**src/hdl/sfjs_pkg.sv**
```systemverilog
`default_nettype none

package sfjs_pkg;

	localparam int unsigned ADDR_BYTES = 3;
	localparam int unsigned AddrW = ADDR_BYTES * 8;
	localparam int unsigned LenW = 25;
	localparam int unsigned ChunkW = 17;
	localparam int unsigned FuncW = 3;
	localparam int unsigned CfgIdxW = 3;
	localparam int unsigned CmdKindW = 3;
	localparam int unsigned COMPARE_BUFFER_DEF = 64;
	localparam int unsigned QDepth = 2;

	localparam logic [FuncW-1:0] FUNC_READ = 3'd0;
	localparam logic [FuncW-1:0] FUNC_WRITE = 3'd1;
	localparam logic [FuncW-1:0] FUNC_ERASE = 3'd2;
	localparam logic [FuncW-1:0] FUNC_COMPARE = 3'd3;
	localparam logic [FuncW-1:0] FUNC_DONE = 3'd4;
	localparam logic [FuncW-1:0] FUNC_CANCEL = 3'd5;

	localparam logic [CfgIdxW-1:0] CFG_FAST_MODE = 3'd0;
	localparam logic [CfgIdxW-1:0] CFG_READ_FAST = 3'd1;
	localparam logic [CfgIdxW-1:0] CFG_READ_NORMAL = 3'd2;
	localparam logic [CfgIdxW-1:0] CFG_WRITE_FAST = 3'd3;
	localparam logic [CfgIdxW-1:0] CFG_WRITE_NORMAL = 3'd4;
	localparam logic [CfgIdxW-1:0] CFG_SECTOR = 3'd5;

	localparam logic [CmdKindW-1:0] CMD_NONE = 3'd0;
	localparam logic [CmdKindW-1:0] CMD_ERASE = 3'd1;
	localparam logic [CmdKindW-1:0] CMD_READ = 3'd2;
	localparam logic [CmdKindW-1:0] CMD_WRITE = 3'd3;
	localparam logic [CmdKindW-1:0] CMD_RDSR = 3'd4;

	localparam logic [7:0] OPC_ERASE = 8'hd8;
	localparam logic [7:0] OPC_READ = 8'h03;
	localparam logic [7:0] OPC_WRITE = 8'h02;
	localparam logic [7:0] OPC_RDSR = 8'h05;

	typedef enum logic [1:0] {
		RES_PEND = 2'd0,
		RES_OK   = 2'd1,
		RES_FAIL = 2'd2,
		RES_CANC = 2'd3
	} res_t;

	typedef enum logic [2:0] {
		KIND_NONE  = 3'd0,
		KIND_READ  = 3'd1,
		KIND_WRITE = 3'd2,
		KIND_ERASE = 3'd3,
		KIND_CMP   = 3'd4
	} job_kind_t;

	typedef enum logic [2:0] {
		PH_MAIN = 3'b001,
		PH_CMD  = 3'b010,
		PH_STAT = 3'b100
	} phase_t;

	typedef enum logic [1:0] {
		CLS_NOP    = 2'd0,
		CLS_START  = 2'd1,
		CLS_DONE   = 2'd2,
		CLS_CANCEL = 2'd3
	} item_cls_t;

	typedef struct packed {
		item_cls_t cls;
		job_kind_t kind;
		logic [AddrW-1:0] start_addr;
		logic [LenW-1:0] length;
		logic [ChunkW-1:0] chunk;
		logic seq_ok;
		logic stat_busy;
		logic match;
	} q_entry_t;

endpackage

`default_nettype wire

```
**src/hdl/sfjs_ifs.sv**
```systemverilog
`default_nettype none

interface sfjs_req_if;
	import sfjs_pkg::*;
	logic valid;
	logic ready;
	logic [FuncW-1:0] func;
	logic [AddrW-1:0] start_addr;
	logic [LenW-1:0] length;
	logic seq_ok;
	logic [7:0] status_byte;
	logic portion_match;
	modport source (output valid, func, start_addr, length, seq_ok, status_byte,
		portion_match, input ready);
	modport sink (input valid, func, start_addr, length, seq_ok, status_byte,
		portion_match, output ready);
endinterface

interface sfjs_rsp_if;
	import sfjs_pkg::*;
	logic valid;
	logic ready;
	logic accepted;
	logic [CmdKindW-1:0] cmd_kind;
	logic [7:0] opcode;
	logic [AddrW-1:0] flash_addr;
	logic [ChunkW-1:0] xfer_len;
	logic [LenW-1:0] buffer_offset;
	logic [1:0] job_result;
	logic busy_res;
	modport source (output valid, accepted, cmd_kind, opcode, flash_addr, xfer_len,
		buffer_offset, job_result, busy_res, input ready);
	modport sink (input valid, accepted, cmd_kind, opcode, flash_addr, xfer_len,
		buffer_offset, job_result, busy_res, output ready);
endinterface

interface sfjs_cfg_if;
	import sfjs_pkg::*;
	logic valid;
	logic ready;
	logic [CfgIdxW-1:0] index;
	logic [ChunkW-1:0] data;
	modport source (output valid, index, data, input ready);
	modport sink (input valid, index, data, output ready);
endinterface

`default_nettype wire

```
**src/hdl/sfjs_front.sv**
```systemverilog
`default_nettype none

module sfjs_front (
	input  wire logic           clk,
	input  wire logic           arst_n,
	sfjs_req_if.sink            req,
	sfjs_cfg_if.sink            cfg,
	input  wire logic           full,
	output logic                push,
	output sfjs_pkg::q_entry_t  push_entry
);
	import sfjs_pkg::*;

	localparam logic [ChunkW-1:0] ChunkMax = ChunkW'(65536);

	logic fast_q;
	logic [ChunkW-1:0] rd_fast_q;
	logic [ChunkW-1:0] rd_norm_q;
	logic [ChunkW-1:0] wr_fast_q;
	logic [ChunkW-1:0] wr_norm_q;
	logic [ChunkW-1:0] sector_q;
	logic [ChunkW-1:0] cfg_clamped;

	function automatic logic [ChunkW-1:0] clamp_chunk(input logic [ChunkW-1:0] v);
		logic [ChunkW-1:0] r;
		if (v == '0) begin
			r = ChunkW'(1);
		end else if (v > ChunkMax) begin
			r = ChunkMax;
		end else begin
			r = v;
		end
		return r;
	endfunction

	assign cfg.ready = 1'b1;
	assign cfg_clamped = clamp_chunk(cfg.data);

	always_ff @(posedge clk or negedge arst_n) begin
		if (!arst_n) begin
			fast_q <= 1'b0;
			rd_fast_q <= ChunkW'(64);
			rd_norm_q <= ChunkW'(64);
			wr_fast_q <= ChunkW'(1);
			wr_norm_q <= ChunkW'(1);
			sector_q <= ChunkW'(4096);
		end else if (cfg.valid) begin
			unique case (cfg.index)
				CFG_FAST_MODE:    fast_q <= cfg.data[0];
				CFG_READ_FAST:    rd_fast_q <= cfg_clamped;
				CFG_READ_NORMAL:  rd_norm_q <= cfg_clamped;
				CFG_WRITE_FAST:   wr_fast_q <= cfg_clamped;
				CFG_WRITE_NORMAL: wr_norm_q <= cfg_clamped;
				CFG_SECTOR:       sector_q <= cfg_clamped;
				default: ;
			endcase
		end
	end

	assign req.ready = !full;
	assign push = req.valid && !full;

	always_comb begin
		push_entry.cls = CLS_NOP;
		push_entry.kind = KIND_NONE;
		push_entry.start_addr = req.start_addr;
		push_entry.length = req.length;
		push_entry.chunk = fast_q ? rd_fast_q : rd_norm_q;
		push_entry.seq_ok = req.seq_ok;
		push_entry.stat_busy = req.status_byte[0];
		push_entry.match = req.portion_match;
		unique case (req.func)
			FUNC_READ: begin
				push_entry.cls = CLS_START;
				push_entry.kind = KIND_READ;
			end
			FUNC_COMPARE: begin
				push_entry.cls = CLS_START;
				push_entry.kind = KIND_CMP;
			end
			FUNC_WRITE: begin
				push_entry.cls = CLS_START;
				push_entry.kind = KIND_WRITE;
				push_entry.chunk = fast_q ? wr_fast_q : wr_norm_q;
			end
			FUNC_ERASE: begin
				push_entry.cls = CLS_START;
				push_entry.kind = KIND_ERASE;
				push_entry.chunk = sector_q;
			end
			FUNC_DONE:   push_entry.cls = CLS_DONE;
			FUNC_CANCEL: push_entry.cls = CLS_CANCEL;
			default: ;
		endcase
	end

endmodule

`default_nettype wire

```
**src/hdl/sfjs_queue.sv**
```systemverilog
`default_nettype none

module sfjs_queue (
	input  wire logic                clk,
	input  wire logic                arst_n,
	input  wire logic                push,
	input  wire sfjs_pkg::q_entry_t  push_entry,
	output logic                     full,
	input  wire logic                pop,
	output logic                     head_valid,
	output sfjs_pkg::q_entry_t       head
);
	import sfjs_pkg::*;

	localparam int unsigned PtrW = (QDepth > 1) ? $clog2(QDepth) : 1;
	localparam int unsigned CntW = $clog2(QDepth + 1);

	q_entry_t mem_q [QDepth];
	logic [PtrW-1:0] wr_ptr_q;
	logic [PtrW-1:0] rd_ptr_q;
	logic [CntW-1:0] count_q;

	assign full = (count_q == CntW'(QDepth));
	assign head_valid = (count_q != '0);
	assign head = mem_q[rd_ptr_q];

	always_ff @(posedge clk) begin
		if (push) begin
			mem_q[wr_ptr_q] <= push_entry;
		end
	end

	always_ff @(posedge clk or negedge arst_n) begin
		if (!arst_n) begin
			wr_ptr_q <= '0;
			rd_ptr_q <= '0;
			count_q <= '0;
		end else begin
			if (push) begin
				wr_ptr_q <= (wr_ptr_q == PtrW'(QDepth - 1)) ? '0 : wr_ptr_q + 1'b1;
			end
			if (pop) begin
				rd_ptr_q <= (rd_ptr_q == PtrW'(QDepth - 1)) ? '0 : rd_ptr_q + 1'b1;
			end
			unique case ({push, pop})
				2'b10:   count_q <= count_q + 1'b1;
				2'b01:   count_q <= count_q - 1'b1;
				default: count_q <= count_q;
			endcase
		end
	end

endmodule

`default_nettype wire

```
**src/hdl/sfjs_back.sv**
```systemverilog
`default_nettype none

module sfjs_back #(
	parameter int unsigned COMPARE_BUFFER = sfjs_pkg::COMPARE_BUFFER_DEF
) (
	input  wire logic                clk,
	input  wire logic                arst_n,
	input  wire logic                head_valid,
	input  wire sfjs_pkg::q_entry_t  head,
	output logic                     pop,
	sfjs_rsp_if.source               rsp
);
	import sfjs_pkg::*;

	localparam logic [LenW-1:0] CmpBuf = LenW'(COMPARE_BUFFER);

	job_kind_t kind_q, kind_d;
	phase_t phase_q, phase_d;
	res_t res_q, res_d;
	logic busy_q, busy_d;
	logic [AddrW-1:0] addr_q, addr_d;
	logic [LenW-1:0] left_q, left_d;
	logic [ChunkW-1:0] chunk_q, chunk_d;
	logic [LenW-1:0] done_q, done_d;
	logic [ChunkW-1:0] pleft_q, pleft_d;

	logic o_valid_q;
	logic o_acc_q, acc_d;
	logic [CmdKindW-1:0] o_kind_q, ck_d;
	logic [7:0] o_op_q, op_d;
	logic [AddrW-1:0] o_addr_q, fa_d;
	logic [ChunkW-1:0] o_len_q, xl_d;
	logic [LenW-1:0] o_off_q, off_d;

	logic take_start;
	job_kind_t a_kind;
	logic [AddrW-1:0] a_addr;
	logic [LenW-1:0] a_left;
	logic [ChunkW-1:0] a_chunk;
	logic [LenW-1:0] a_done;
	logic [ChunkW-1:0] a_pleft;

	logic is_cmp;
	logic new_portion;
	logic [LenW-1:0] psz;
	logic [LenW-1:0] avail;
	logic [ChunkW-1:0] n;

	assign pop = head_valid && (!o_valid_q || rsp.ready);

	// A start taken while idle feeds the chunk step with its own values.
	assign take_start = (head.cls == CLS_START) && !busy_q;
	assign a_kind = take_start ? head.kind : kind_q;
	assign a_addr = take_start ? head.start_addr : addr_q;
	assign a_left = take_start ? head.length : left_q;
	assign a_chunk = take_start ? head.chunk : chunk_q;
	assign a_done = take_start ? '0 : done_q;
	assign a_pleft = take_start ? '0 : pleft_q;

	// For a compare job left_q holds the bytes beyond the current portion.
	assign is_cmp = (a_kind == KIND_CMP);
	assign new_portion = is_cmp && (a_pleft == '0);
	assign psz = (a_left < CmpBuf) ? a_left : CmpBuf;
	assign avail = new_portion ? psz : (is_cmp ? LenW'(a_pleft) : a_left);
	assign n = (avail < LenW'(a_chunk)) ? avail[ChunkW-1:0] : a_chunk;

	always_comb begin
		logic adv_en;
		logic adv_check;
		logic adv_fail;
		logic adv_ok;
		kind_d = kind_q;
		phase_d = phase_q;
		res_d = res_q;
		busy_d = busy_q;
		addr_d = addr_q;
		left_d = left_q;
		chunk_d = chunk_q;
		done_d = done_q;
		pleft_d = pleft_q;
		acc_d = 1'b0;
		ck_d = CMD_NONE;
		op_d = '0;
		fa_d = '0;
		xl_d = '0;
		off_d = '0;
		adv_en = 1'b0;
		adv_check = 1'b0;
		unique case (head.cls)
			CLS_START: begin
				if (!busy_q) begin
					acc_d = 1'b1;
					busy_d = 1'b1;
					res_d = RES_PEND;
					kind_d = head.kind;
					chunk_d = head.chunk;
					addr_d = head.start_addr;
					left_d = head.length;
					done_d = '0;
					pleft_d = '0;
					phase_d = PH_MAIN;
					adv_en = 1'b1;
				end
			end
			CLS_DONE: begin
				if (busy_q) begin
					priority if (!head.seq_ok) begin
						res_d = RES_FAIL;
						busy_d = 1'b0;
						kind_d = KIND_NONE;
						phase_d = PH_MAIN;
						pleft_d = '0;
					end else if (phase_q == PH_CMD) begin
						ck_d = CMD_RDSR;
						op_d = OPC_RDSR;
						xl_d = ChunkW'(1);
						phase_d = PH_STAT;
					end else if (phase_q == PH_STAT && head.stat_busy) begin
						ck_d = CMD_RDSR;
						op_d = OPC_RDSR;
						xl_d = ChunkW'(1);
					end else begin
						phase_d = PH_MAIN;
						adv_en = 1'b1;
						adv_check = 1'b1;
					end
				end
			end
			CLS_CANCEL: begin
				if (res_q == RES_PEND) begin
					res_d = RES_CANC;
				end
				busy_d = 1'b0;
				kind_d = KIND_NONE;
				phase_d = PH_MAIN;
				pleft_d = '0;
			end
			default: ;
		endcase

		adv_fail = new_portion && adv_check && !head.match;
		adv_ok = (new_portion || !is_cmp) && (a_left == '0);
		if (adv_en) begin
			priority if (adv_fail || adv_ok) begin
				res_d = adv_fail ? RES_FAIL : RES_OK;
				busy_d = 1'b0;
				kind_d = KIND_NONE;
				phase_d = PH_MAIN;
				pleft_d = '0;
			end else begin
				fa_d = a_addr;
				xl_d = n;
				unique case (a_kind)
					KIND_ERASE: begin
						ck_d = CMD_ERASE;
						op_d = OPC_ERASE;
					end
					KIND_WRITE: begin
						ck_d = CMD_WRITE;
						op_d = OPC_WRITE;
						off_d = a_done;
					end
					default: begin
						ck_d = CMD_READ;
						op_d = OPC_READ;
						off_d = a_done;
					end
				endcase
				addr_d = a_addr + AddrW'(n);
				done_d = a_done + LenW'(n);
				if (is_cmp) begin
					pleft_d = avail[ChunkW-1:0] - n;
					left_d = new_portion ? (a_left - psz) : a_left;
				end else begin
					left_d = a_left - LenW'(n);
				end
				phase_d = PH_CMD;
			end
		end
	end

	always_ff @(posedge clk or negedge arst_n) begin
		if (!arst_n) begin
			kind_q <= KIND_NONE;
			phase_q <= PH_MAIN;
			res_q <= RES_PEND;
			busy_q <= 1'b0;
			addr_q <= '0;
			left_q <= '0;
			chunk_q <= '0;
			done_q <= '0;
			pleft_q <= '0;
			o_valid_q <= 1'b0;
		end else begin
			if (pop) begin
				kind_q <= kind_d;
				phase_q <= phase_d;
				res_q <= res_d;
				busy_q <= busy_d;
				addr_q <= addr_d;
				left_q <= left_d;
				chunk_q <= chunk_d;
				done_q <= done_d;
				pleft_q <= pleft_d;
				o_valid_q <= 1'b1;
			end else if (rsp.ready) begin
				o_valid_q <= 1'b0;
			end
		end
	end

	always_ff @(posedge clk) begin
		if (pop) begin
			o_acc_q <= acc_d;
			o_kind_q <= ck_d;
			o_op_q <= op_d;
			o_addr_q <= fa_d;
			o_len_q <= xl_d;
			o_off_q <= off_d;
		end
	end

	assign rsp.valid = o_valid_q;
	assign rsp.accepted = o_acc_q;
	assign rsp.cmd_kind = o_kind_q;
	assign rsp.opcode = o_op_q;
	assign rsp.flash_addr = o_addr_q;
	assign rsp.xfer_len = o_len_q;
	assign rsp.buffer_offset = o_off_q;
	assign rsp.job_result = res_q;
	assign rsp.busy_res = busy_q;

	a_busy_has_kind: assert property (@(posedge clk) disable iff (!arst_n)
		busy_q |-> (kind_q != KIND_NONE))
		else $error("Busy with no job kind.");

	a_busy_not_main: assert property (@(posedge clk) disable iff (!arst_n)
		busy_q |-> (phase_q != PH_MAIN))
		else $error("Busy job left waiting in the main phase.");

	a_idle_no_portion: assert property (@(posedge clk) disable iff (!arst_n)
		!busy_q |-> (pleft_q == '0))
		else $error("Compare portion left over while idle.");

endmodule

`default_nettype wire

```
**src/hdl/spi_flash_job_sequencer_top.sv**
```systemverilog
`default_nettype none
// A result is registered in the back's output register once its item has left the queue.
// Throughput: one item per cycle while rsp.ready holds; the job state update sets that figure.
// A two-entry queue sits between the classifying front and the executing back.
// Reset (arst_n low) clears the job state, the queue count and the output valid flag at once,
// and returns the chunk registers to their reset values; no clearing pass is needed.

module spi_flash_job_sequencer_top #(
	parameter int unsigned COMPARE_BUFFER = sfjs_pkg::COMPARE_BUFFER_DEF
) (
	input wire logic clk,
	input wire logic arst_n,
	sfjs_req_if.sink req,
	sfjs_rsp_if.source rsp,
	sfjs_cfg_if.sink cfg
);
	import sfjs_pkg::*;

	logic push;
	logic full;
	logic pop;
	logic head_valid;
	q_entry_t push_entry;
	q_entry_t head;

	sfjs_front u_front (
		.clk        (clk),
		.arst_n     (arst_n),
		.req        (req),
		.cfg        (cfg),
		.full       (full),
		.push       (push),
		.push_entry (push_entry)
	);

	sfjs_queue u_queue (
		.clk        (clk),
		.arst_n     (arst_n),
		.push       (push),
		.push_entry (push_entry),
		.full       (full),
		.pop        (pop),
		.head_valid (head_valid),
		.head       (head)
	);

	sfjs_back #(
		.COMPARE_BUFFER (COMPARE_BUFFER)
	) u_back (
		.clk        (clk),
		.arst_n     (arst_n),
		.head_valid (head_valid),
		.head       (head),
		.pop        (pop),
		.rsp        (rsp)
	);

endmodule

`default_nettype wire
```
**src/flat_wrapper.sv**
```systemverilog
// flat-port wrapper written by rule: the top's interface ports become plain ports
module spi_flash_job_sequencer_top_flat import sfjs_pkg::*;
#(
	parameter int unsigned COMPARE_BUFFER = sfjs_pkg::COMPARE_BUFFER_DEF
)
  (clk, arst_n, req_valid, req_func, req_start_addr, req_length, req_seq_ok, req_status_byte, req_portion_match, req_ready, rsp_valid, rsp_accepted, rsp_cmd_kind, rsp_opcode, rsp_flash_addr, rsp_xfer_len, rsp_buffer_offset, rsp_job_result, rsp_busy_res, rsp_ready, cfg_valid, cfg_index, cfg_data, cfg_ready);
  sfjs_req_if req_i ();
  sfjs_rsp_if rsp_i ();
  sfjs_cfg_if cfg_i ();
  input wire logic clk;
  input wire logic arst_n;
  input wire logic [$bits(req_i.valid)-1:0] req_valid;
  input wire logic [$bits(req_i.func)-1:0] req_func;
  input wire logic [$bits(req_i.start_addr)-1:0] req_start_addr;
  input wire logic [$bits(req_i.length)-1:0] req_length;
  input wire logic [$bits(req_i.seq_ok)-1:0] req_seq_ok;
  input wire logic [$bits(req_i.status_byte)-1:0] req_status_byte;
  input wire logic [$bits(req_i.portion_match)-1:0] req_portion_match;
  output wire logic [$bits(req_i.ready)-1:0] req_ready;
  output wire logic [$bits(rsp_i.valid)-1:0] rsp_valid;
  output wire logic [$bits(rsp_i.accepted)-1:0] rsp_accepted;
  output wire logic [$bits(rsp_i.cmd_kind)-1:0] rsp_cmd_kind;
  output wire logic [$bits(rsp_i.opcode)-1:0] rsp_opcode;
  output wire logic [$bits(rsp_i.flash_addr)-1:0] rsp_flash_addr;
  output wire logic [$bits(rsp_i.xfer_len)-1:0] rsp_xfer_len;
  output wire logic [$bits(rsp_i.buffer_offset)-1:0] rsp_buffer_offset;
  output wire logic [$bits(rsp_i.job_result)-1:0] rsp_job_result;
  output wire logic [$bits(rsp_i.busy_res)-1:0] rsp_busy_res;
  input wire logic [$bits(rsp_i.ready)-1:0] rsp_ready;
  input wire logic [$bits(cfg_i.valid)-1:0] cfg_valid;
  input wire logic [$bits(cfg_i.index)-1:0] cfg_index;
  input wire logic [$bits(cfg_i.data)-1:0] cfg_data;
  output wire logic [$bits(cfg_i.ready)-1:0] cfg_ready;
  assign req_i.valid = req_valid;
  assign req_i.func = req_func;
  assign req_i.start_addr = req_start_addr;
  assign req_i.length = req_length;
  assign req_i.seq_ok = req_seq_ok;
  assign req_i.status_byte = req_status_byte;
  assign req_i.portion_match = req_portion_match;
  assign req_ready = req_i.ready;
  assign rsp_valid = rsp_i.valid;
  assign rsp_accepted = rsp_i.accepted;
  assign rsp_cmd_kind = rsp_i.cmd_kind;
  assign rsp_opcode = rsp_i.opcode;
  assign rsp_flash_addr = rsp_i.flash_addr;
  assign rsp_xfer_len = rsp_i.xfer_len;
  assign rsp_buffer_offset = rsp_i.buffer_offset;
  assign rsp_job_result = rsp_i.job_result;
  assign rsp_busy_res = rsp_i.busy_res;
  assign rsp_i.ready = rsp_ready;
  assign cfg_i.valid = cfg_valid;
  assign cfg_i.index = cfg_index;
  assign cfg_i.data = cfg_data;
  assign cfg_ready = cfg_i.ready;
  spi_flash_job_sequencer_top #(.COMPARE_BUFFER(COMPARE_BUFFER)) u_core (.clk(clk), .arst_n(arst_n), .req(req_i), .rsp(rsp_i), .cfg(cfg_i));
endmodule
```
**config.mk**
```make
export PLATFORM = sky130hd
export DESIGN_NAME = spi_flash_job_sequencer_top_flat
export DESIGN_NICKNAME = d
export VERILOG_FILES = /design/src/hdl/sfjs_pkg.sv /design/src/hdl/sfjs_ifs.sv /design/src/hdl/sfjs_front.sv /design/src/hdl/sfjs_queue.sv /design/src/hdl/sfjs_back.sv /design/src/hdl/spi_flash_job_sequencer_top.sv /design/src/flat_wrapper.sv
export SDC_FILE = /design/constraint.sdc
export NUM_CORES = 1
export LEC_CHECK = 0
export ABC_AREA = 1
export ABC_CLOCK_PERIOD_IN_PS = 18800
export BUFFER_PORTS_ARGS = -buffer_cell sky130_fd_sc_hd__buf_2
export CAP_MARGIN = 20
export CORE_ASPECT_RATIO = 0.5
export CORE_MARGIN = 4
export CORE_UTILIZATION = 65
export DETAILED_ROUTE_END_ITERATION = 8
export PLACE_DENSITY = 0.93
export SLEW_MARGIN = 0
export SYNTH_ARGS = -nofsm -noshare
export SYNTH_HDL_FRONTEND = slang
export SYNTH_SLANG_ARGS = --single-unit
```
**constraint.sdc**
```tcl
create_clock -name clk -period 18.8 [get_ports clk]
set_input_delay 0.94 -clock clk [delete_from_list [all_inputs] [get_ports clk]]
set_output_delay 0.94 -clock clk [all_outputs]
set_load 0.1 [all_outputs]
```
== After elaboration in Yosys (flattened, before gate mapping) ==
Memory sizes are Yosys's and may differ from the RTL's.
Index checks and enable logic that the tools add are counted.
Widths: inputs -> output; s select.
Word-level totals
  flip-flop bits (word level): 286
  memory bits (writable): 148
  output and inout port bits: 84
  memories: 1
Memories
  u_core.u_queue.mem_q: words 2, width 74, rd ports 1, clocked after memory_dff 0, wr ports 1, RTL line sfjs_queue.sv:18  | q_entry_t mem_q [QDepth];
Operators by class
  add/subtract/negate cells: 9
  $lt $le $gt $ge: 3
  equal/unequal tests: 24
  muxes and demuxes: 102
  bitwise gates (word level): 2
  reduce and logical (&&, ||, !) cells: 37
Operators by type and width (number)
  $mux 25: 15
  $mux 17: 15
  $mux 24: 5
  $mux 3: 24
  $pmux 17 s3: 1
  $logic_not 17->1: 2
  $pmux 17 s2: 1
  $add 25x17->25: 1
  $logic_not 25->1: 1
  $lt 25x17->1: 1
  $lt 25x7->1 const B: 1
  $sub 25x17->25: 1
  $sub 25x25->25: 1
  $add 24x17->24: 1
  $eq 3x2->1 const B: 7
  $mux 1: 21
  $eq 3x3->1 const B: 6
  $pmux 3 s3: 2
  $gt 17x17->1 const B: 1
  $sub 17x17->17: 1
  $mux 2: 8
  $mux 8: 2
  $pmux 8 s2: 1
  $pmux 2 s3: 2
  other kinds (27): 56

== Longest topological paths before layout ==
Gate-level depths: netlist (run 1).
An unclocked memory read counts as a cell.
  word-level depth: 13
  depth in mapped cells: 56
  mapped depth without buffers: 47

== Cells and area by module ==
A second synthesis (run 1) with hierarchy kept.
Unflattened totals
  cell total of the unflattened synthesis: 3565
  area, all modules: 26371.5 sq um
Modules (own cells, without submodules)
  sfjs_back: times used 1, cells each 2570, area each 16271.9 sq um, sequential area each 5116.2 sq um
  sfjs_queue: times used 1, cells each 410, area each 5674.2 sq um, sequential area each 4544.4 sq um
  sfjs_front: times used 1, cells each 585, area each 4425.5 sq um, sequential area each 2158.3 sq um

== Worst setup path before layout (run 1) ==
OpenSTA, ideal clock, no wires.
  path type: reg2reg
  from: reg u_core.u_queue.rd_ptr_q
  to: reg u_core.u_back.addr_q[14]
  arrival time: 7.131 ns
  required time: 18.670 ns
  setup slack: 11.539 ns
  stages on the path, launching flop included: 46
  buffers on the path: 10
  cell sequence: dfrtp_1 -> inv_2 -> buf_2 -> buf_2 -> buf_2 -> buf_2 -> clkbuf_1 -> clkbuf_1 -> clkbuf_1 -> or2_2 -> o21ai_0 -> ha_1 -> inv_2 -> nor2_2 -> buf_6 -> nand2_1 -> nand2_2 -> nor2_4 -> [10 not listed] -> a2111oi_0 -> nand2_2 -> nand2_4 -> nand2_4 -> buf_12 -> buf_8 -> o21ai_0 -> ha_1 -> inv_1 -> fa_1 -> o21bai_2 -> nand2_1 -> nand2_1 -> nand2_1 -> nand3_1 -> nand2_1 -> o21ai_1 -> o21ai_0
On the way
  cells in the longest elaborated chain, start to end: 12
  elaborated cells on any way between the ends: 38
  classes of those cells: add/sub (1); order compare (2); eq/ne (3); mux (19); reduce/logical (12); memory (1)
Ends and longest elaborated chain
  start, declared: RTL line sfjs_queue.sv:20  | logic [PtrW-1:0] rd_ptr_q;
  start signal, assigned: RTL line sfjs_queue.sv:43  | rd_ptr_q <= (rd_ptr_q == PtrW'(QDepth - 1)) ? '0 : rd_ptr_q + 1'b1;
  $mem_v2 2x74 (*)
  $eq 2x1->1 / $logic_and 1x1->1 (equally long branches): RTL line sfjs_back.sv:52, sfjs_back.sv:89, sfjs_back.sv:118
  $logic_and 1x1->1 / $mux 1 (equally long branches): RTL line sfjs_back.sv:52, sfjs_back.sv:118
  $mux 25, or another cell as far along: RTL line sfjs_back.sv:55  | assign a_left = take_start ? head.length : left_q;
  $lt 25x7->1, or another cell as far along: RTL line sfjs_back.sv:63  | assign psz = (a_left < CmpBuf) ? a_left : CmpBuf;
  $mux 25, or another cell as far along: RTL line sfjs_back.sv:63
  $mux 25 / $mux 1 (equally long branches): RTL line sfjs_back.sv:64, sfjs_back.sv:89
  $lt 25x17->1 / $logic_and 1x1->1 (equally long branches): RTL line sfjs_back.sv:65, sfjs_back.sv:141
  $mux 17 / $logic_and 1x1->1 (equally long branches): RTL line sfjs_back.sv:65, sfjs_back.sv:141
  $add 24x17->24 / $logic_or 1x1->1 (equally long branches): RTL line sfjs_back.sv:169, sfjs_back.sv:144
  $mux 24: RTL line sfjs_back.sv:144  | priority if (adv_fail || adv_ok) begin
  $mux 24 (*): RTL line sfjs_back.sv:143  | if (adv_en) begin
  end signal, assigned: RTL line sfjs_back.sv:200  | addr_q <= addr_d;
  end, declared: RTL line sfjs_back.sv:21  | logic [AddrW-1:0] addr_q, addr_d;
Every way passes the cells marked *; elsewhere a longest branch is shown, timed or not.
A chain may end at the register's enable or synchronous reset.

== Final worst setup path (run 1) ==
  from: reg u_core.u_queue.rd_ptr_q
  to: reg u_core.u_back.left_q[14]
On the way
  cells in the longest elaborated chain, start to end: 13
  elaborated cells on any way between the ends: 40
  classes of those cells: add/sub (2); order compare (2); eq/ne (3); mux (20); reduce/logical (12); memory (1)
Ends and longest elaborated chain
  $mem_v2 2x74 (*)
  $eq 2x1->1: RTL line sfjs_back.sv:52, sfjs_back.sv:89
  $logic_and 1x1->1: RTL line sfjs_back.sv:52  | assign take_start = (head.cls == CLS_START) && !busy_q;
  $mux 25, or another cell as far along: RTL line sfjs_back.sv:55
  $lt 25x7->1, or another cell as far along: RTL line sfjs_back.sv:63
  $mux 25, or another cell as far along: RTL line sfjs_back.sv:63
  $mux 25: RTL line sfjs_back.sv:64  | assign avail = new_portion ? psz : (is_cmp ? LenW'(a_pleft) : a_left);
  $lt 25x17->1: RTL line sfjs_back.sv:65  | assign n = (avail < LenW'(a_chunk)) ? avail[ChunkW-1:0] : a_chunk;
  $mux 17: RTL line sfjs_back.sv:65
  $sub 25x17->25: RTL line sfjs_back.sv:175  | left_d = a_left - LenW'(n);
  $mux 25: RTL line sfjs_back.sv:171  | if (is_cmp) begin
  $mux 25: RTL line sfjs_back.sv:144
  $mux 25 (*): RTL line sfjs_back.sv:143
  end signal, assigned: RTL line sfjs_back.sv:201  | left_q <= left_d;
  end, declared: RTL line sfjs_back.sv:22  | logic [LenW-1:0] left_q, left_d;
Marks and branches as above.

==> results.toml, run 1 <==
[worst_setup_path]
r2r_setup_slack_ps = 9040
slowest_stage = "buf_4"
critPathLaunchType = "flip-flop"
rr_endpoint = "u_core.u_back.left_q[14]$_DFFE_PN0P_"
worstReg2RegStart = "u_core.u_queue.rd_ptr_q$_DFFE_PN0P_"
crit_type = "flip-flop to flip-flop"
slowest_delay_ps = 860
path_common_cell = "nand2_1"
end_kind = "flip-flop"
worstPathArrival_ps = 10200
critPathRequiredTime_ps = 19240
crit_path_max_fanout = 92
r2r_cells = 46

[drt]
wl_mm = 74.5
num_vias = 24000
top_layer_used = "met4"
met1_length_mm = 29.6
drt-initial-drc-count = 2745
post_drt_wl_per_cell_um = 18.5
final_antenna_net_count = 0
drt_drc_violations_left = 0
met3WireLength_mm = 8.03
firstDrtPassIters = 6
viasPerCell = 5.96
dr_wl_met2_mm = 34.0

[clock_tree]
worstSkewPairLatency_ps = 570
post_cts_buffers = 0
clk_pin_slew_ps = 70
cts_hold_buffers = 0
cts_tree = "yes"
root_buffer = "clkbuf_16"
htree_levels = 2
clk_path_buf_depth = 3
cts_resized = 0
cts_num_sinks = 428
cts_made_buffers = 39

[floorplanning]
fp.dieH_um = 148
die_w_um = 288
io-pin-count = 171
start_util_pct = 67.0
rows = 50
die_area_mm2 = 0.0425
core_mm2 = 0.0380

[placement]
portBuffers = 161
gp_congestion = 0.990
place.detailed.hpwl_mm = 51.4

[sta]
setup_tns_ps = 0
fmax_mhz = 102
setup_viol = 0
rsz0062_at_grt = "false"
hold_viol = 0
drv_slew = 0
finClkSkew_ps = 34.9
fin_crit_ps = 9760
tightest_slew_ps = 1140
maxSlewHeadroom_pct = 23.1
finalCritPeriodShare_pct = 51.9

[synthesis]
synth-edff-count = 220
synth_top_area_cell = "edfxtp_1"
synth_cells = 3383
avgSynthCellArea_um2 = 7.52
ys_types = 63
ys_warn_count = 0
synth_top_area_share_pct = 26.0
syn_area_mm2 = 0.0254
synth_area_leaders = "edfxtp_1, dfrtp_1, nand2_1"
async_flop_share_pct = 48.6
synth_seq_cells = 428
syn_nets = 3516
ys_seq_area_share_pct = 46.5
synth_ff_type = "edfxtp_1"

[global_routing]
overflow = 0
grt.total_usage_pct = 34.2
antenna_found_initial = 1
grt_max_degree = 145
grt_pass1_wl_mm = 116
grt_pass1_vias = 22300

[min_path]
hold_class = "primary input to asynchronous set/reset pin"

[finish]
num-fill-cells = 2902
drive_gt1_share_pct = 11.0
final_nets = 3610
syn2layout_area_growth_pct = 9.40

[outcome]
status = "finished clean"

[flow_run]
maxCapViolCount = 0
layout make-up:
type | instances | area (um2) | area share (%)
Inverter | 424 | 1590 | 5.73
Clock inverter | 21 | 215 | 0.774
Sequential cell | 428 | 11800 | 42.5
Clock buffer | 51 | 1100 | 3.97
Timing Repair Buffer | 184 | 1020 | 3.67
Antenna cell | 1 | 2.50 | 0.00899
Multi-Input combinational cell | 2400 | 11400 | 41.0
Tap cell | 520 | 651 | 2.34
worst max-delay path: cells and delay by family, from the launching register on:
kind / cells / cell delay (ps)
fa+ha+maj: 4 / 970
buf+inv: 11 / 3260
flops: 1 / 330
simple gates: 24 / 3650
compound gates: 7 / 1310
layer usage:
layer,vias to the layer above,global-route usage [%]
met5,-,0
li1,11300,-
met4,0,13.2
met2,1358,54.8
met1,11200,46.6
met3,220,6.66
cells in the final DEF (no fill, tap or decap), drive strengths merged, types with 2 or more instances in the layout:
master and n:
a211o 15, a21boi 4, a21oi 217, a22o 2
a22oi 11, a31oi 27, and2 2, buf 183
bufinv 3, clkbuf 52, clkinv 12, clkinvlp 3
conb 2, dfrtp 202, dfstp 6, edfxtp 220
ha 45, inv 427, nand2 1079, nand3 250
nand3b 7, nand4 22, nor2 296, nor3 30
nor4 7, o211ai 11, o21a 2, o21ai 326
o21bai 4, o221ai 3, o22ai 4, o31ai 4
or2 6, xnor2 2, xor2 10
how the worst max path moves through the flow:
| stage | endpoint | slack (ps) | from | cells after the start |
|---|---|---|---|---|
| CTS | u_core.u_back.addr_q[10]$_DFFE_PN0P_ | 9270 | u_core.u_queue.rd_ptr_q$_DFFE_PN0P_ | 40 |
| global placement | u_core.u_back.addr_q[10]$_DFFE_PN0P_ | 9510 | u_core.u_queue.rd_ptr_q$_DFFE_PN0P_ | 40 |
| global route | u_core.u_back.addr_q[10]$_DFFE_PN0P_ | 8370 | u_core.u_queue.rd_ptr_q$_DFFE_PN0P_ | 40 |
| floorplan | u_core.u_back.addr_q[14]$_DFFE_PN0P_ | 11540 | u_core.u_queue.rd_ptr_q$_DFFE_PN0P_ | 45 |
| finish | u_core.u_back.left_q[14]$_DFFE_PN0P_ | 9040 | u_core.u_queue.rd_ptr_q$_DFFE_PN0P_ | 46 |
| detailed placement | u_core.u_back.addr_q[10]$_DFFE_PN0P_ | 9290 | u_core.u_queue.rd_ptr_q$_DFFE_PN0P_ | 40 |
state kept, by name (all words and copies together) (netlist names), 17 cells and up:
register / count
u_core.u_back.addr_q: 24
u_core.u_back.chunk_q: 17
u_core.u_back.done_q: 25
u_core.u_back.left_q: 25
u_core.u_back.pleft_q: 17
u_core.u_back.rsp.buffer_offset: 25
u_core.u_back.rsp.flash_addr: 24
u_core.u_back.rsp.xfer_len: 17
u_core.u_front.rd_fast_q: 17
u_core.u_front.rd_norm_q: 17
u_core.u_front.sector_q: 17
u_core.u_front.wr_fast_q: 17
u_core.u_front.wr_norm_q: 17
u_core.u_queue.mem_q: 148
through the flow:
stage	area, um2	util (%)	worst slack, ps	hold slack, ps	std cells
after floorplan	25400	-	11540	449	3383
after global routing	27800	73.3	8370	374	4028
after global placement	26500	69.7	9510	462	3955
final	27800	73.3	9040	360	4029
after CTS	27800	73.2	9270	370	4027
after detailed placement	26500	69.7	9290	465	3955
logic make-up after synthesis:
family,share of synthesized area [%]
AO/OA/AOI/OAI,13.6
XOR/XNOR,0.413
adder cells (fa/ha/maj),2.29
buffers and inverters,8.84
flip-flops,46.5
other,0.0295
AND/OR/NAND/NOR,28.3
cells in the mapped netlist, types with 11 or more instances:
cell type and instances:
nand4_1 22, nor2_2 19, a21oi_1 215, inv_2 19, ha_1 45, inv_1 404, edfxtp_1 220, buf_2 20
buf_1 13, o21ai_1 31, nor2_1 272, o21ai_0 295, a211o_1 15, nand2_1 1018, nand3_1 244, nand2_4 11
a22oi_1 11, nor3_1 27, dfrtp_1 202, clkbuf_1 73, a31oi_1 27, nand2_2 50, buf_4 16
Power of run 1 is not shown: default switching activity piles up to over one toggle a cycle in this logic, so the estimate is an artifact.
==> run 2, diff against run 1 <==
- ABC_CLOCK_PERIOD_IN_PS: 18800 -> 8750
- CORE_UTILIZATION: 65 -> 56
- PLACE_DENSITY: 0.93 -> 0.86
- clock period: 18.8 -> 8.75 ns (I/O delays scaled with it)
==> run 2 against run 1 <==
Against the previous run: die area is 15% higher; worst setup slack got worse by 8300 ps; first-iteration DRC count down 3.6%; fmax is 21% higher; register-to-register slack worse by 8300 ps; critical path type unchanged; critical endpoint is now u_core.u_back.addr_q[10]$_DFFE_PN0P_.
==> results.toml, run 2 (synthesis gave the netlist of run 1 again) <==
[drt]
firstDrtPassIters = 6
num_vias = 23800
drt-initial-drc-count = 2647
viasPerCell = 5.79
wl_mm = 79.0
drt_drc_violations_left = 0
post_drt_wl_per_cell_um = 19.2
final_antenna_net_count = 0

[sta]
fmax_mhz = 124
finalCritPeriodShare_pct = 92.1
hold_viol = 0
fin_crit_ps = 8060
maxSlewHeadroom_pct = 23.8
drv_slew = 0
rsz0062_at_grt = "false"
setup_viol = 0
finClkSkew_ps = 16.2
hold_ws_ps = 65.0
tightest_slew_ps = 1130
setup_tns_ps = 0

[finish]
largest_register_ffs = 148
final_common_cell = "nand2_1"
top_register = "u_core.u_queue.mem_q"
fin_cells = 4109
final_nets = 3624
diodes = 0
drive_gt1_share_pct = 11.1
syn2layout_area_growth_pct = 9.96
mostFrequentLayoutCells = "nand2_1, inv_1, o21ai_0, nor2_1, nand3_1"
fin_area_mm2 = 0.0280
num-fill-cells = 3880

[clock_tree]
clk_pin_slew_ps = 70
post_cts_buffers = 0
worstSkewPairLatency_ps = 560
cts_num_sinks = 428
clk_path_buf_depth = 3
cts_resized = 0
htree_levels = 2
cts_tree = "yes"
root_buffer = "clkbuf_16"
cts_made_buffers = 40

[worst_setup_path]
path_common_cell = "nand2_1"
rr_endpoint = "u_core.u_back.addr_q[10]$_DFFE_PN0P_"
r2r_setup_slack_ps = 690
critPathRequiredTime_ps = 9150
critPathLaunchType = "flip-flop"
crit_type = "flip-flop to flip-flop"
slowest_stage = "buf_4"
crit_path_max_fanout = 43
end_kind = "flip-flop"
cp-startpoint = "u_core.u_queue.rd_ptr_q$_DFFE_PN0P_"
r2r_cells = 36
slowest_delay_ps = 550
worstReg2RegStart = "u_core.u_queue.rd_ptr_q$_DFFE_PN0P_"
worstPathArrival_ps = 8460
crit_end = "u_core.u_back.addr_q[10]$_DFFE_PN0P_"

[floorplanning]
fp.dieH_um = 159
core_mm2 = 0.0442
die_area_mm2 = 0.0491
start_util_pct = 57.6
rows = 54
die_w_um = 309
io-pin-count = 171

[placement]
dp_cells = 4034
place_area_mm2 = 0.0266
gp_congestion = 1.03
place.detailed.hpwl_mm = 56.8
portBuffers = 161

[global_routing]
antenna_found_initial = 0
grt_pass1_vias = 22100
grt_pass1_wl_mm = 122
overflow = 0
grt.total_usage_pct = 31.8
grt_max_degree = 90

[min_path]
hold_class = "primary input to flip-flop"

[outcome]
status = "finished clean"

[flow_run]
maxCapViolCount = 0
## run 2: critical path: cells and delay by family (launching register included)
family | cells | cell delay [ps]
buf+inv | 7 | 1610
flops | 1 | 410
fa+ha+maj | 4 | 1320
simple gates | 17 | 2770
compound gates | 8 | 1770
## run 2: timing repair
action,CTS,global route
hold buffers,1,0
hold endpoints to repair,11,0
setup endpoints to repair,0,0
## run 2: how the worst min path moves through the flow
| stage | start | slack [ps] | depth (start not counted) | end |
|---|---|---|---|---|
| 2_1_floorplan | arst_n | 140 | 0 | u_core.u_back.addr_q[0]$_DFFE_PN0P_ |
| 5_1_grt | req_length[2] | 40 | 1 | u_core.u_queue.mem_q[0][22]$_DFFE_PP_ |
| 4_1_cts | req_length[2] | 50 | 1 | u_core.u_queue.mem_q[0][22]$_DFFE_PP_ |
| 3_5_place_dp | u_core.u_back.left_q[23]$_DFFE_PN0P_ | 460 | 2 | u_core.u_back.left_q[23]$_DFFE_PN0P_ |
| 3_3_place_gp | u_core.u_back.addr_q[23]$_DFFE_PN0P_ | 460 | 2 | u_core.u_back.addr_q[23]$_DFFE_PN0P_ |
| 6_report | req_length[2] | 60 | 1 | u_core.u_queue.mem_q[0][22]$_DFFE_PP_ |
## run 2: cell type report
cell class	instances	area [um2]	area share (%)
repair buffers	197	1110	3.96
clock inverters	18	198	0.707
inverters	424	1590	5.70
clock buffers	54	1090	3.91
well taps	588	736	2.63
flip-flops and latches	428	11800	42.3
multi-input cells	2400	11400	40.8
## run 2: metal layers
| layer | vias to the layer above | track usage [%] | part of all wire, % |
|---|---|---|---|
| met5 | - | 0 | 0 |
| met4 | 0 | 7.61 | 2.4 |
| met3 | 138 | 6.90 | 9.9 |
| met2 | 1034 | 51.2 | 45 |
| met1 | 11300 | 44.5 | 43 |
| li1 | 11300 | - | - |
## run 2: stage by stage
| stage | worst slack, ps | utilization [%] |
|---|---|---|
| finish | 693 | 63.3 |
| global route | 84.5 | 63.3 |
| CTS | 857 | 63.2 |
| detailed placement | 881 | 60.3 |
| global placement | 972 | 60.3 |
| floorplan | 1490 | - |
Power of run 2 is left out for the same reason.
